===== config.mk =====
export PLATFORM = sky130hd
export DESIGN_NAME = lsfs_front
export DESIGN_NICKNAME = d
export VERILOG_FILES = /design/src/hdl/lsfs_pkg.sv /design/src/hdl/lsfs_front.sv
export SDC_FILE = /design/constraint.sdc
export NUM_CORES = 1
export LEC_CHECK = 0
export BUFFER_PORTS_ARGS = -buffer_cell sky130_fd_sc_hd__buf_2
export CAP_MARGIN = 25
export CORE_MARGIN = 3
export CORE_UTILIZATION = 50
export CTS_CLUSTER_DIAMETER = 40
export CTS_CLUSTER_SIZE = 10
export DETAILED_ROUTE_END_ITERATION = 8
export PLACE_DENSITY_LB_ADDON = 0.1
export SLEW_MARGIN = 30
export SYNTH_ARGS = -nofsm -noshare
export SYNTH_HDL_FRONTEND = slang
export SYNTH_SLANG_ARGS = --single-unit

===== constraint.sdc =====
create_clock -name clk -period 2.9 [get_ports clk]
set_input_delay 0.435 -clock clk [delete_from_list [all_inputs] [get_ports clk]]
set_output_delay 0.435 -clock clk [all_outputs]
set_load 0.01 [all_outputs]

===== src/hdl/lsfs_pkg.sv =====
package lsfs_pkg;

  // Field and state widths.
  localparam int OP_W      = 2;
  localparam int INDEX_W   = 8;
  localparam int COLOUR_W  = 24;
  localparam int COUNT_W   = 9;
  localparam int WORD_W    = 32;
  localparam int BITCNT_W  = $clog2(WORD_W);

  // Default number of entries in the colour store.
  localparam int LED_MAX_DEFAULT = 256;

  // Depth of the request queue between front and back; a power of two.
  localparam int QUEUE_DEPTH = 2;

  // Frame words.
  localparam logic [WORD_W-1:0]   HEADER_WORD = 32'hFF00_0000;
  localparam logic [WORD_W-1:0]   END_WORD    = 32'hFFFF_FFFF;
  localparam logic [BITCNT_W-1:0] BIT_LAST    = BITCNT_W'(WORD_W - 1);

  // Request codes.
  typedef enum logic [OP_W-1:0] {
    OP_SET   = 2'd0,
    OP_CLEAR = 2'd1,
    OP_START = 2'd2,
    OP_TICK  = 2'd3
  } op_t;

  // Serializer phase.
  typedef enum logic [3:0] {
    PH_IDLE  = 4'b0001,
    PH_START = 4'b0010,
    PH_LEDS  = 4'b0100,
    PH_END   = 4'b1000
  } phase_t;

  // One classified request as it travels through the queue.
  typedef struct packed {
    op_t                 op;
    logic                set_ok;
    logic [INDEX_W-1:0]  idx;
    logic [COLOUR_W-1:0] colour;
  } cmd_t;

endpackage


===== src/hdl/lsfs_front.sv =====
module lsfs_front (
  input  logic                             clk,
  input  logic                             rst,
  input  logic                             in_valid,
  output logic                             in_ready,
  input  logic [lsfs_pkg::OP_W-1:0]        op,
  input  logic [lsfs_pkg::INDEX_W-1:0]     led_index,
  input  logic [lsfs_pkg::COLOUR_W-1:0]    colour,
  input  logic [lsfs_pkg::COUNT_W-1:0]     eff_count,
  output logic                             cmd_valid,
  input  logic                             cmd_ready,
  output lsfs_pkg::cmd_t                   cmd
);
  import lsfs_pkg::*;

  localparam int QPTR_W = (QUEUE_DEPTH > 1) ? $clog2(QUEUE_DEPTH) : 1;

  cmd_t              queue [QUEUE_DEPTH];
  logic [QPTR_W-1:0] wr_ptr;
  logic [QPTR_W-1:0] rd_ptr;
  logic [QPTR_W:0]   count;
  cmd_t              cls;
  logic              push;
  logic              pop;

  // Classify the incoming request; the range check of a set is done here.
  always_comb begin
    cls.op     = op_t'(op);
    cls.set_ok = ({1'b0, led_index} < eff_count);
    cls.idx    = led_index;
    cls.colour = colour;
  end

  assign in_ready  = (count != (QPTR_W + 1)'(QUEUE_DEPTH));
  assign push      = in_valid && in_ready;
  assign cmd_valid = (count != '0);
  assign pop       = cmd_valid && cmd_ready;
  assign cmd       = queue[rd_ptr];

  // Queue pointers and fill count.
  always_ff @(posedge clk) begin
    if (rst) begin
      wr_ptr <= '0;
      rd_ptr <= '0;
      count  <= '0;
    end else begin
      if (push) begin
        wr_ptr <= wr_ptr + 1'b1;
      end
      if (pop) begin
        rd_ptr <= rd_ptr + 1'b1;
      end
      if (push && !pop) begin
        count <= count + 1'b1;
      end else if (pop && !push) begin
        count <= count - 1'b1;
      end
    end
  end

  // Queue storage.
  always_ff @(posedge clk) begin
    if (push) begin
      queue[wr_ptr] <= cls;
    end
  end

  a_count_bound: assert property (@(posedge clk) disable iff (rst)
    count <= (QPTR_W + 1)'(QUEUE_DEPTH))
    else $error("request queue overfilled");

  a_pop_nonempty: assert property (@(posedge clk) disable iff (rst)
    (count == '0) |=> !($past(pop)) || (count != '0) || $past(push))
    else $error("request queue popped while empty");

endmodule


## Word level (Yosys, flattened, before mapping)

Memories as Yosys holds them, arrays and structs flattened. A register that Yosys moved wholly into a read port is not among the register bits.
Index checks and enable logic that the tools add are counted.

- Register bits: 4
- RAM bits: 70
- Bits of input ports: 47
- Output and inout port bits: 37
- Logic and storage cells: 24
- Memories kept: 1

- Add/sub/neg operators: 4
- Order comparisons: 1
- Equal/unequal tests: 1
- Muxes and demuxes: 6
- Reductions and logical operators: 8

Memory list:

| name | words | bits a word | rd ports | clocked after memory_dff | write ports | RTL line | source |
|---|---|---|---|---|---|---|---|
| queue | 2 | 35 | 1 | 1 | 1 | lsfs_front.sv:18 | `cmd_t queue [QUEUE_DEPTH];` |

Operators by type and width:

| operator | number |
|---|---|
| 8-bit by 9-bit less-than comparator with 1-bit output | 1 |
| 1-bit logical AND | 4 |
| 1-bit two-way mux | 4 |
| 2-bit two-way mux | 2 |
| 2-bit nonzero test | 2 |
| 1-bit adder (second input constant) | 2 |
| 2-bit by 1-bit adder with 2-bit output (second input constant) | 1 |
| 1-bit zero test | 2 |
| 2-bit != test (second input constant) | 1 |
| 2-bit by 1-bit subtractor with 2-bit output (second input constant) | 1 |

## Logic depth before layout (Yosys ltp)

- Depth in word-level cells: 6
- Gate-level depth with buffers: 6
- Depth with buffers taken out: 6

## Worst setup path after synthesis

Ideal clock, no wire load.

- Kind: register -> register
- From: register count[0]
- To: memory queue[1][0] in the netlist's numbering, enable pin
- Setup time: 0.396 ns
- Arrival time: 1.539 ns
- Data required time: 2.504 ns
- Path slack: 0.965 ns
- Stages on the path, launching flop included: 3
- Path buffers: 0
- Period minus slack after synthesis: 1.935 ns
- Cells stage by stage: dfxtp_1 -> nand2b_1 -> and3_1

- Cells in the longest elaborated chain, start to end: 4

Ends and longest elaborated chain:

| element | RTL line | source |
|---|---|---|
| from (decl) | lsfs_front.sv:21 | `logic [QPTR_W:0] count;` |
| from (signal assigned) | lsfs_front.sv:54 | `count <= count + 1'b1;` |
| from (signal assigned) | lsfs_front.sv:56 | `count <= count - 1'b1;` |
| 2-bit != test | lsfs_front.sv:34 | `assign in_ready = (count != (QPTR_W + 1)'(QUEUE_DEPTH));` |
| net in_ready | lsfs_front.sv:5 | `output logic in_ready,` |
| 1-bit logical AND | lsfs_front.sv:35 | `assign push = in_valid && in_ready;` |
| 1-bit two-way mux | lsfs_front.sv:63 | `if (push) begin` |
| 1-bit two-way mux (not written as such) | lsfs_front.sv:64 | `queue[wr_ptr] <= cls;` |
| to (decl) | lsfs_front.sv:18 |  |

The timed path passes the listed nets, and every way through them passes these cells.

==> out/results.ini <==
[outcome]
status=completed

[logic_synthesis]
async_flop_share_pct=0
synth-adder-area-share_pct=3.42
synth_top_family_by_area=multiplexers
synth_top_cell_by_area=edfxtp_1
post_synth_num_cell_types=24
synth-seq-area-share_pct=75.3
avgSynthCellArea_um2=18.4
syn-instance-count=159
synth-compound-area-share_pct=2.61
synth-simple-area-share_pct=2.48
syn_nets=214
synth_warnings=0
ys_top_cells_by_count=edfxtp_1, mux2_2, inv_1, ha_1, dfxtp_1
ys_top_cells_by_area=edfxtp_1, mux2_2, dfxtp_1, ha_1, inv_1
synth-edff-count=70
yosysTopAreaCellShare_pct=71.9
yosysMostFrequentCell=edfxtp_1
synth_flop_cell=edfxtp_1
synthMuxAreaShare_pct=13.5
synth_area_mm2=0.00293
ys_seq_elements=75
synth_xor_xnor_area_share_pct=0.898

[cts]
clkSlewWorstSetupHoldPaths_ns=0.08
h-tree-depth=3
cts_tree=built
cts_resized=0
clock_latency_ns=0.33
cts_sinks=75
cts_buffers=9
cts-root-buf=clkbuf_8
cts_buffer_depth=2
ctsHoldBuffers=0
post_cts_buffers=0

[timing]
timing.fmax_mhz=443
slew_viol_final=0
worstMarginPinSlew_ns=0.870
tns_ns=0
grt_setup_unrepaired=false
fin_crit_sh_pct=77.9
period_minus_slack_ns=2.26
finalSetupViolCount=0
hold_viol=0
finClkSkew_ns=0.0111
relSlewSlack_pct=42.0

[layout]
post-route-util_pct=65.3
multiInputGateArea_um2=671
fin_cells=327
fillers=432
finish.net_count=305
syn2layout_area_growth_pct=24.5
seq_area_mm2=0.00220
antenna_cells=0
drive_gt1_share_pct=54.1

[floorplanning]
num_io_pins=84
start_util_pct=52.5
coreArea_mm2=0.00557
rows=27
die_w_um=82.5
dieArea_mm2=0.00680
fp.dieH_um=82.5

[power]
switching_power_w=0.000792
cellLeakagePower_nw=1.43
peakVddDrop_mv=0.491
p_clk_share_pct=27.1
p_int_w=0.00215
combPwrFrac_pct=23.2
power.density_mw_per_mm2=807
p_sw_share_pct=26.9
pwr-share-seq_pct=49.7

[placement]
gp_congestion=0.708
place_inst=311
io_buffers=83
dpl.hpwl_mm=3.16

[route]
routedWlPerCell_um=14.7
routed_wl_mm=4.80
via_per_inst=4.94
firstDrtPassIters=3
ant_nets=0
vias=1616
drtIter0Drc=92
drcViolationCount=0

[setup_path]
cp-start-kind=flop
crit_arrival_ns=1.82
worstSetupEndpointType=output pin
cp_max_fo=35
required_ns=2.47
critPathKind=reg -> out

[global_route]
track_usage_pct=14.7
overflow=0
antenna_found_initial=0
grt_pass1_vias=1578
grt_max_degree=36
grt_pass1_wl_mm=7.08

[hold_path]
min_path_type=in -> reg

[flow_run]
cap_viol_max_count=0

-- metal layers --
| metal | share of wire [%] | global-route usage [%] | up-vias | wire (um) |
|---|---|---|---|---|
| li1 | - | - | 789 | - |
| met1 | 41 | 17.3 | 765 | 1990 |
| met2 | 49 | 23.6 | 56 | 2370 |
| met3 | 8.3 | 6.07 | 6 | 396 |
| met4 | 0.94 | 6.37 | 0 | 45 |
| met5 | 0 | 0 | - | 0 |
-- final timing paths --
check             slack, ns  cells after the start  startpoint            to
setup / recovery       0.64                      2        flop        cmd[2]
hold / removal         0.29                      1       op[1]  queue[0][34]
setup reg to reg       1.07                      4    count[0]   queue[0][0]
hold reg to reg        0.52                      2      rd_ptr        rd_ptr
-- power by group through the flow --
stage          combinational, W  clock [W]  sequential (W)
2_1_floorplan          0.000494          0         0.00141
3_3_place_gp           0.000689          0         0.00149
3_5_place_dp           0.000693          0         0.00149
4_1_cts                0.000697   0.000809         0.00147
5_1_grt                0.000750   0.000863         0.00148
6_report               0.000682   0.000795         0.00146
-- critical path, stage by stage, from the launching register on --
cell     delay (ns)
dfxtp_2        0.90
mux2_2         0.43
buf_2          0.14
-- cell families (layout without fill, tap and decap cells) --
kind of cell	Yosys count	in the layout
buffers and inverters	13	109
adders and majority gates	8	8
and+or+nand+nor	13	13
xor gates and xnor gates	3	3
DFF	75	75
muxes	35	35
AOI/OAI and AO/OA	12	12
-- sequential cells by signal (all words and copies together) (netlist names), named ones only --
signal and cells:
count 2, queue 70, wr_ptr 1, rd_ptr 1
-- through the flow --
step	hold slack, ns	cell area [um^2]	total power, W	setup slack, ns
3_3_place_gp	0.486	3430	0.00218	0.969
2_1_floorplan	0.471	2930	0.00190	0.965
4_1_cts	0.271	3640	0.00298	0.581
6_report	0.287	3640	0.00294	0.641
5_1_grt	0.265	3640	0.00310	0.536
3_5_place_dp	0.504	3430	0.00218	0.968
-- area by class of cell --
| cell class | instances | share of cell area [%] |
|---|---|---|
| Clock buffer | 14 | 5.32 |
| Clock inverter | 2 | 0.412 |
| Inverter | 9 | 0.928 |
| Multi-Input combinational cell | 71 | 18.4 |
| Sequential cell | 75 | 60.5 |
| Tap cell | 72 | 2.47 |
| Timing Repair Buffer | 84 | 12.0 |
-- cells in the final DEF (no fill, tap or decap), drive strengths merged --
cell	n
o21ai	3
nor2	3
edfxtp	70
a21oi	4
clkbuf	14
ha	8
a21o	1
and2	1
nand2	2
or2	1
inv	9
xor2	3
dfxtp	5
buf	84
a2bb2oi	1
nor2b	1
and3	1
mux2	35
a211oi	1
nand2b	1
nand4b	1
or3	1
a21bo	1
o211ai	1
clkinvlp	2
nand3b	1
Note: power is estimated with default switching activity, not from simulation.
